===== src/hw/rtl/jsu_pkg.sv =====
// Shared types, character codes and helper functions for the JSON string unescape unit.
package jsu_pkg;

	localparam int MaxOut = 7;

	localparam logic [7:0] ChBackslash = 8'h5C;
	localparam logic [7:0] ChU         = 8'h75;
	localparam logic [7:0] ChN         = 8'h6E;
	localparam logic [7:0] ChT         = 8'h74;
	localparam logic [7:0] ChR         = 8'h72;
	localparam logic [7:0] ChB         = 8'h62;
	localparam logic [7:0] ChF         = 8'h66;

	localparam logic [5:0] HiSurPrefix = 6'b110110;  // 0xD800..0xDBFF
	localparam logic [5:0] LoSurPrefix = 6'b110111;  // 0xDC00..0xDFFF

	// One hex digit lookup
	typedef struct packed {
		logic       ok;
		logic [3:0] val;
	} hex_t;

	// UTF-8 encoding of one code point, byte 0 leaves first
	typedef struct packed {
		logic [3:0][7:0] bytes;
		logic [2:0]      n;
	} utf8_t;

	// Decoded result group for one input transfer
	typedef struct packed {
		logic                    valid;  // at least one result, or the end marker
		logic [MaxOut-1:0][7:0]  bytes;
		logic [2:0]              cnt;    // results in the group, 1..7
		logic                    has;    // 0 for a bare end marker
		logic                    last;
	} bundle_t;

	function automatic hex_t hex_val(input logic [7:0] c);
		hex_t r;
		r.ok  = 1'b1;
		r.val = c[3:0];
		if (c >= 8'h30 && c <= 8'h39) begin
			r.val = c[3:0];
		end else if ((c >= 8'h61 && c <= 8'h66) || (c >= 8'h41 && c <= 8'h46)) begin
			r.val = c[3:0] + 4'd9;
		end else begin
			r.ok = 1'b0;
		end
		return r;
	endfunction

	function automatic utf8_t utf8_enc(input logic [20:0] cp);
		utf8_t r;
		r.bytes = '0;
		if (cp < 21'h80) begin
			r.bytes[0] = cp[7:0];
			r.n        = 3'd1;
		end else if (cp < 21'h800) begin
			r.bytes[0] = {3'b110, cp[10:6]};
			r.bytes[1] = {2'b10, cp[5:0]};
			r.n        = 3'd2;
		end else if (cp < 21'h10000) begin
			r.bytes[0] = {4'b1110, cp[15:12]};
			r.bytes[1] = {2'b10, cp[11:6]};
			r.bytes[2] = {2'b10, cp[5:0]};
			r.n        = 3'd3;
		end else begin
			r.bytes[0] = {5'b11110, cp[20:18]};
			r.bytes[1] = {2'b10, cp[17:12]};
			r.bytes[2] = {2'b10, cp[11:6]};
			r.bytes[3] = {2'b10, cp[5:0]};
			r.n        = 3'd4;
		end
		return r;
	endfunction

endpackage


===== src/hw/rtl/jsu_decode.sv =====
// Escape decoder: holds the parse state and turns one byte into a group of output bytes.
module jsu_decode (
	input  logic             clk,
	input  logic             arst_n,
	input  logic [7:0]       byte_in,
	input  logic             last_in,
	input  logic             adv,      // state commits this cycle
	output jsu_pkg::bundle_t bun
);

	localparam logic [2:0] MODE_NORMAL  = 3'd0;
	localparam logic [2:0] MODE_ESC     = 3'd1;
	localparam logic [2:0] MODE_HEX     = 3'd2;
	localparam logic [2:0] MODE_HI_WAIT = 3'd3;
	localparam logic [2:0] MODE_HI_ESC  = 3'd4;
	localparam logic [2:0] MODE_LO_HEX  = 3'd5;

	logic [2:0]       mode_q, mode_n;
	logic [1:0]       cnt_q, cnt_n;
	logic [11:0]      hex_q, hex_n;
	logic [9:0]       high_q, high_n;
	logic [2:0][7:0]  chars_q, chars_n;

	always_comb begin
		jsu_pkg::hex_t   hv;
		jsu_pkg::utf8_t  a_enc, c_enc;
		logic [15:0]     nv;
		logic            a_en, refeed_norm, refeed_esc, c_byte_en, c_code_en;
		logic [1:0]      b_n;
		logic [7:0]      cb;
		logic [20:0]     c_cp;
		logic [2:0]      a_n, k;
		logic [3:0]      total;

		hv          = jsu_pkg::hex_val(byte_in);
		nv          = {hex_q, hv.val};
		a_en        = 1'b0;
		refeed_norm = 1'b0;
		refeed_esc  = 1'b0;
		c_byte_en   = 1'b0;
		c_code_en   = 1'b0;
		b_n         = 2'd0;
		cb          = byte_in;
		c_cp        = {5'd0, nv};
		mode_n      = mode_q;
		cnt_n       = cnt_q;
		hex_n       = hex_q;
		high_n      = high_q;
		chars_n     = chars_q;

		unique case (mode_q)
			MODE_ESC: begin
				refeed_esc = 1'b1;
			end
			MODE_HEX, MODE_LO_HEX: begin
				if (!hv.ok) begin
					// broken escape: digits go out literally, byte is decoded again
					a_en        = (mode_q == MODE_LO_HEX);
					b_n         = cnt_q;
					cnt_n       = 2'd0;
					hex_n       = '0;
					refeed_norm = 1'b1;
				end else if (cnt_q != 2'd3) begin
					for (int i = 0; i < 3; i++) begin
						if (cnt_q == 2'(i)) chars_n[i] = byte_in;
					end
					cnt_n = cnt_q + 2'd1;
					hex_n = nv[11:0];
				end else begin
					cnt_n = 2'd0;
					hex_n = '0;
					if (mode_q == MODE_LO_HEX && nv[15:10] == jsu_pkg::LoSurPrefix) begin
						c_code_en = 1'b1;
						c_cp      = 21'h10000 + {1'b0, high_q, nv[9:0]};
						mode_n    = MODE_NORMAL;
					end else begin
						a_en = (mode_q == MODE_LO_HEX);
						if (nv[15:10] == jsu_pkg::HiSurPrefix) begin
							high_n = nv[9:0];
							mode_n = MODE_HI_WAIT;
						end else begin
							c_code_en = 1'b1;
							mode_n    = MODE_NORMAL;
						end
					end
				end
			end
			MODE_HI_WAIT: begin
				if (byte_in == jsu_pkg::ChBackslash) begin
					mode_n = MODE_HI_ESC;
				end else begin
					a_en        = 1'b1;
					refeed_norm = 1'b1;
				end
			end
			MODE_HI_ESC: begin
				if (byte_in == jsu_pkg::ChU) begin
					mode_n = MODE_LO_HEX;
					cnt_n  = 2'd0;
					hex_n  = '0;
				end else begin
					a_en       = 1'b1;
					refeed_esc = 1'b1;
				end
			end
			default: begin
				refeed_norm = 1'b1;
			end
		endcase

		if (refeed_norm) begin
			if (byte_in == jsu_pkg::ChBackslash) begin
				mode_n = MODE_ESC;
			end else begin
				mode_n    = MODE_NORMAL;
				c_byte_en = 1'b1;
			end
		end
		if (refeed_esc) begin
			mode_n = MODE_NORMAL;
			if (byte_in == jsu_pkg::ChU) begin
				mode_n = MODE_HEX;
				cnt_n  = 2'd0;
				hex_n  = '0;
			end else begin
				c_byte_en = 1'b1;
				unique case (byte_in)
					jsu_pkg::ChN: cb = 8'h0A;
					jsu_pkg::ChT: cb = 8'h09;
					jsu_pkg::ChR: cb = 8'h0D;
					jsu_pkg::ChB: cb = 8'h08;
					jsu_pkg::ChF: cb = 8'h0C;
					default:      cb = byte_in;
				endcase
			end
		end

		// end of string: flush open hex digits or high surrogate, then start clean
		if (last_in) begin
			unique case (mode_n)
				MODE_HEX:     b_n = cnt_n;
				MODE_HI_WAIT: begin
					c_code_en = 1'b1;
					c_cp      = {5'd0, jsu_pkg::HiSurPrefix, high_n};
				end
				MODE_HI_ESC:  a_en = 1'b1;
				MODE_LO_HEX: begin
					a_en = 1'b1;
					b_n  = cnt_n;
				end
				default: ;
			endcase
			mode_n = MODE_NORMAL;
			cnt_n  = 2'd0;
			hex_n  = '0;
			high_n = '0;
		end

		a_enc = jsu_pkg::utf8_enc({5'd0, jsu_pkg::HiSurPrefix, high_q});
		if (c_code_en) begin
			c_enc = jsu_pkg::utf8_enc(c_cp);
		end else begin
			c_enc          = '0;
			c_enc.bytes[0] = cb;
			c_enc.n        = c_byte_en ? 3'd1 : 3'd0;
		end
		a_n = a_en ? 3'd3 : 3'd0;

		// pack high surrogate, literal digits and final piece in that order
		for (int i = 0; i < jsu_pkg::MaxOut; i++) begin
			k = 3'(i);
			if (k < a_n) begin
				bun.bytes[i] = a_enc.bytes[k[1:0]];
			end else begin
				k = k - a_n;
				if (k < {1'b0, b_n}) begin
					bun.bytes[i] = chars_n[k[1:0]];
				end else begin
					k = k - {1'b0, b_n};
					bun.bytes[i] = c_enc.bytes[k[1:0]];
				end
			end
		end

		total    = {1'b0, a_n} + {2'b0, b_n} + {1'b0, c_enc.n};
		bun.last = last_in;
		bun.has  = (total != 4'd0);
		bun.cnt  = total[2:0];
		bun.valid = bun.has || last_in;
		if (!bun.has) begin
			bun.bytes[0] = 8'h00;
			bun.cnt      = 3'd1;
		end
	end

	always_ff @(posedge clk or negedge arst_n) begin
		if (!arst_n) begin
			mode_q <= MODE_NORMAL;
			cnt_q  <= 2'd0;
			hex_q  <= '0;
			high_q <= '0;
		end else if (adv) begin
			mode_q <= mode_n;
			cnt_q  <= cnt_n;
			hex_q  <= hex_n;
			high_q <= high_n;
		end
	end

	always_ff @(posedge clk) begin
		if (adv) chars_q <= chars_n;
	end

endmodule


===== src/hw/rtl/jsu_outq.sv =====
// Output register: holds one decoded group and sends its bytes one transfer at a time.
module jsu_outq (
	input  logic             clk,
	input  logic             arst_n,
	input  logic             load,
	input  jsu_pkg::bundle_t bun,
	output logic             can_load,
	output logic             tvalid,
	input  logic             tready,
	output logic [7:0]       tdata,
	output logic             tuser,
	output logic             tlast
);

	jsu_pkg::bundle_t bun_s2;
	logic             valid_s2;
	logic [2:0]       idx_q;
	logic             end_of_group, done;

	assign end_of_group = (idx_q == bun_s2.cnt - 3'd1);
	assign done         = valid_s2 && tready && end_of_group;
	assign can_load     = !valid_s2 || done;

	assign tvalid = valid_s2;
	assign tdata  = bun_s2.bytes[idx_q];
	assign tuser  = bun_s2.has;
	assign tlast  = bun_s2.last && end_of_group;

	always_ff @(posedge clk or negedge arst_n) begin
		if (!arst_n) begin
			valid_s2 <= 1'b0;
			idx_q    <= 3'd0;
		end else if (load) begin
			valid_s2 <= 1'b1;
			idx_q    <= 3'd0;
		end else if (done) begin
			valid_s2 <= 1'b0;
			idx_q    <= 3'd0;
		end else if (valid_s2 && tready) begin
			idx_q <= idx_q + 3'd1;
		end
	end

	always_ff @(posedge clk) begin
		if (load) bun_s2 <= bun;
	end

endmodule


===== src/hw/rtl/json_string_unescape_utf8_unit.sv =====
// JSON string unescape unit: streams string-body bytes in and UTF-8 decoded bytes out.
//
// Takes one raw byte of a JSON string body per input transfer (tlast marks the
// string's final byte) and returns the decoded bytes, one per output transfer.
// Escapes \n \t \r \b \f become control bytes, other escaped bytes pass as
// themselves, \uXXXX becomes UTF-8 (surrogate pairs are joined), and broken or
// cut-short \u escapes come out as their literal digits. A string whose final
// byte yields nothing ends with one transfer with tuser low and tdata zero.
// Timing: an input byte lands in an input register, is decoded combinationally
// into a group of zero to seven output bytes, and that group is loaded into the
// output register once it is free; the bytes show on the master side from the
// output register. The output register drains one byte per cycle while the
// master side is ready, and a following group that yields bytes waits until the
// current group is through; when every byte yields at most one result and the
// master side stays ready, one input transfer is taken every cycle. Bytes that
// yield nothing (a backslash, hex digits) pass without using the output
// register. Input ready depends combinationally on output ready.
module json_string_unescape_utf8_unit (
	input  logic       clk,
	input  logic       arst_n,
	input  logic       s_axis_tvalid,
	output logic       s_axis_tready,
	input  logic [7:0] s_axis_tdata,   // [7:0] in_byte
	input  logic       s_axis_tlast,   // in_last
	output logic       m_axis_tvalid,
	input  logic       m_axis_tready,
	output logic [7:0] m_axis_tdata,   // [7:0] out_byte
	output logic       m_axis_tuser,   // [0] has_byte
	output logic       m_axis_tlast    // out_last
);

	logic             valid_s1;
	logic [7:0]       byte_s1;
	logic             last_s1;
	logic             adv, can_load;
	jsu_pkg::bundle_t bun;

	// input stage moves on when its group is empty or the output register frees up
	assign adv           = valid_s1 && (!bun.valid || can_load);
	assign s_axis_tready = !valid_s1 || adv;

	always_ff @(posedge clk or negedge arst_n) begin
		if (!arst_n) begin
			valid_s1 <= 1'b0;
		end else if (s_axis_tready) begin
			valid_s1 <= s_axis_tvalid;
		end
	end

	always_ff @(posedge clk) begin
		if (s_axis_tvalid && s_axis_tready) begin
			byte_s1 <= s_axis_tdata;
			last_s1 <= s_axis_tlast;
		end
	end

	jsu_decode u_decode (
		.clk     (clk),
		.arst_n  (arst_n),
		.byte_in (byte_s1),
		.last_in (last_s1),
		.adv     (adv),
		.bun     (bun)
	);

	jsu_outq u_outq (
		.clk      (clk),
		.arst_n   (arst_n),
		.load     (adv && bun.valid),
		.bun      (bun),
		.can_load (can_load),
		.tvalid   (m_axis_tvalid),
		.tready   (m_axis_tready),
		.tdata    (m_axis_tdata),
		.tuser    (m_axis_tuser),
		.tlast    (m_axis_tlast)
	);

endmodule

===== config.mk =====
export PLATFORM = sky130hd
export DESIGN_NAME = json_string_unescape_utf8_unit
export DESIGN_NICKNAME = d
export VERILOG_FILES = /design/src/hw/rtl/jsu_pkg.sv /design/src/hw/rtl/jsu_decode.sv /design/src/hw/rtl/jsu_outq.sv /design/src/hw/rtl/json_string_unescape_utf8_unit.sv
export SDC_FILE = /design/constraint.sdc
export NUM_CORES = 1
export LEC_CHECK = 0
export BUFFER_PORTS_ARGS = -buffer_cell sky130_fd_sc_hd__buf_2
export CAP_MARGIN = 0
export CORE_MARGIN = 10
export CORE_UTILIZATION = 60
export DETAILED_ROUTE_END_ITERATION = 16
export PLACE_DENSITY = 0.77
export SYNTH_ARGS = -nofsm -noshare
export SYNTH_HDL_FRONTEND = slang
export SYNTH_SLANG_ARGS = --single-unit

===== constraint.sdc =====
create_clock -name clk -period 17.8 [get_ports clk]
set_clock_uncertainty 0.2 [all_clocks]
set_input_delay 0.89 -clock clk [delete_from_list [all_inputs] [get_ports clk]]
set_output_delay 0.89 -clock clk [all_outputs]
set_load 0.01 [all_outputs]

==> impl_metrics.ini <==
[sta]
final.period_utilization_pct = 53.2
period_minus_slack_ns = 9.47
report.final.hold_viol_count = 0
holdWs_ns = 0.332
tightestPinTransition_ns = 1.35
tns_ns = 0
setup_viol = 0
fmax_mhz = 106
slew_viol_final = 0
rsz0062_at_grt = no
maxSlewHeadroom_pct = 9.24

[power]
clock_power_share_pct = 25.4
total_power_w = 0.00146
peakVddDrop_uv = 123
p_int_w = 0.000911
power_frac_comb_pct = 36.5
pwr_density_cell_mw_per_mm2 = 155
power_switching_share_pct = 37.7
p_sw_w = 0.000552
seq_power_share_pct = 38.1
p_leak_nw = 3.60

[synthesis]
yosysUniqueCellTypes = 91
synthFlopType = edfxtp_1
synth-edff-count = 94
synthTopCellsByArea = edfxtp_1 (33%), dfrtp_1 (9.2%), mux2i_1 (5.0%), nand2_1 (3.7%), mux2_2 (3.6%)
synth_top_area_share_pct = 32.6
synth_top_area_cell = edfxtp_1
netlist_area_mm2 = 0.00866
syn_area_per_cell_um2 = 9.92
seq_area_frac_synth_pct = 41.8
yosys_warnings = 0
ys_ff_latch = 126
synth_nets = 907
ys_async_sr_fraction_pct = 25.4
synth_cells = 873

[worst_setup_path]
cp-end-kind = register
max_stage_delay_ns = 1.18
worstPathMaxFanout = 51
r2r_cells = 20
path_cells = inv_1 > ha_1 > nor3b_1 > nor3_4 > o2111ai_2 > clkinv_1 > nor3_1 > o21ai_0 > nand2_1 > fa_1 > ha_1 > fa_1 > nor4_1 > inv_1 > nor2_1 > a211oi_1 > nand2b_1 > buf_4 > nor2_4 > buf_4
r2r_setup_slack_ns = 8.33
path_class = register to register
worstPathRequired_ns = 17.66
arrival_ns = 9.33
r2r-end = u_outq.bun_s2[29]
slowest_stage = nor3_1
rr_startpoint = byte_s1[0]
path_delay_family = simple AND/OR/NAND/NOR gates
crit_path_start_kind = register
cp_num_buf_inv = 5

[routing]
drt_wl_total_um = 26500
route.detailed.drc = 0
via_per_inst = 7.02
drt_iter0_drc = 1208
routedWlPerCell_um = 25.0
num_vias = 7452
dr.pass1.iters = 6
antenna_left = 0

[run_status]
status = completed

[clocking]
holdBufCountCts = 0
tritoncts = built
path_clk_slew_ns = 0.06
post_cts_buffers = 0
clock_latency_ns = 0.43
cts_num_sinks = 126
numCtsBuffers = 17
post_cts_resized = 0
cts_buffer_depth = 2
htree_levels = 4
cts.root.buffer_cell = clkbuf_16

[cells_and_area]
fill_cells = 1080
layout_commonest_cell = edfxtp_1
drive_above_1_share_pct = 15.1
antenna_cells = 0
nNetsFinal = 902
layout_common_cells = edfxtp_1 (94), nand2_1 (85), o21ai_0 (57)
syn2layout_area_growth_pct = 9.32

[global_routing]
grt_max_degree = 56
grt_pass1_vias = 7084
grt_overflow = 0
grt_pass1_wl_um = 41600
antenna_found_initial = 0
grt_usage_pct = 26.8

[die]
io_pins = 25
rows = 43
die_w_um = 140
dieArea_mm2 = 0.0196
chipHeight_um = 140
core_area_mm2 = 0.0140
start_util_pct = 61.9

[min_path]
hold_path_class = input pin to asynchronous set/reset pin

[place]
port_buffers = 24
globalplace.congestion = 1.05
dp_hpwl_um = 19300

[run]
drv_cap = 0
metrics by stage:
stage                     instance area (um^2)  cells  worst slack, ns  util [%]
final                                     9470   1061             8.33      67.7
after global routing                      9470   1061             7.81      67.7
after global placement                    8840   1029             9.03      63.2
after detailed placement                  8840   1029             8.71      63.2
after floorplan                           8660    873             9.13         -
after CTS                                 9470   1061             8.67      67.7
worst max path at each step:
stage,from,end,slack (ns),depth (start not counted)
after floorplan,byte_s1[0],u_outq.bun_s2[0],9.13,20
after global placement,byte_s1[0],u_outq.bun_s2[40],9.03,20
after detailed placement,byte_s1[0],u_outq.bun_s2[14],8.71,20
after CTS,byte_s1[0],u_outq.bun_s2[21],8.67,20
after global routing,byte_s1[0],u_outq.bun_s2[9],7.81,20
final,byte_s1[0],u_outq.bun_s2[29],8.33,20
worst register-to-register path: stages, from the launching register on:
cell,delay (ns)
edfxtp_1,0.52
inv_1,0.22
ha_1,0.26
nor3b_1,0.45
nor3_4,0.20
o2111ai_2,0.69
clkinv_1,0.97
nor3_1,1.18
o21ai_0,0.26
nand2_1,0.17
fa_1,0.18
ha_1,0.17
fa_1,0.43
nor4_1,1.03
inv_1,0.30
nor2_1,0.35
a211oi_1,0.13
nand2b_1,0.19
buf_4,0.22
nor2_4,0.36
buf_4,0.61
synth_stat cells, drive strengths merged (5+ instances only):
cell type and instances:
clkbuf 41, buf 19, o22ai 8, a31oi 12
mux2 28, or3 7, o32ai 6, o21ai 63
nor3b 5, dfrtp 32, and3 6, o211ai 21
inv 35, nor2 58, a22oi 10, mux4 8
or2 5, xnor2 7, a21o 11, o221ai 6
nand3 16, nand3b 6, o2111ai 6, o31ai 9
nand2 85, a221o 6, a22o 13, mux2i 43
nand2b 8, ha 17, edfxtp 94, a211oi 14
a21oi 56, and2 9, nor3 28
sequential cells by signal, summed over array words and instances, names as in the netlist, 2 cells and up:
name,cells
u_outq.bun_s2,60
u_decode.chars_q,24
u_decode.hex_q,12
u_decode.high_q,10
byte_s1,8
u_decode.mode_q,3
u_outq.idx_q,3
u_decode.cnt_q,2
logic make-up after synthesis:
family | count (synthesis) | share of synthesized area [%]
compound gates | 279 | 23.3
xor+xnor | 8 | 0.809
fa+ha+maj | 21 | 3.38
buf+inv | 99 | 4.70
flops | 126 | 41.8
mux | 79 | 10.7
simple gates | 261 | 15.3
power groups by stage:
stage | sequential, W | clock (W) | combinational [W]
3_5_place_dp | 0.000559 | 0 | 0.000521
5_1_grt | 0.000567 | 0.000385 | 0.000579
2_1_floorplan | 0.000536 | 0 | 0.000367
3_3_place_gp | 0.000549 | 0 | 0.000505
4_1_cts | 0.000556 | 0.000373 | 0.000527
6_report | 0.000557 | 0.000371 | 0.000534
final cells by class:
type / instances / area [um^2] / area share, %
clock buffer: 19 / 433 / 4.57
clock inverter: 13 / 190 / 2.01
tap: 180 / 225 / 2.38
sequential: 126 / 3620 / 38.3
inverter: 39 / 146 / 1.55
multi-input combinational: 648 / 4640 / 49.0
timing repair buffer: 36 / 210 / 2.22
per-layer routing:
layer / track usage, % / routed length, um
met1: 35.2 / 10800
met2: 42.9 / 12400
met3: 4.43 / 2200
met4: 11.6 / 1100
met5: 0 / 0
No activity file was read; power rests on OpenSTA's default activity.
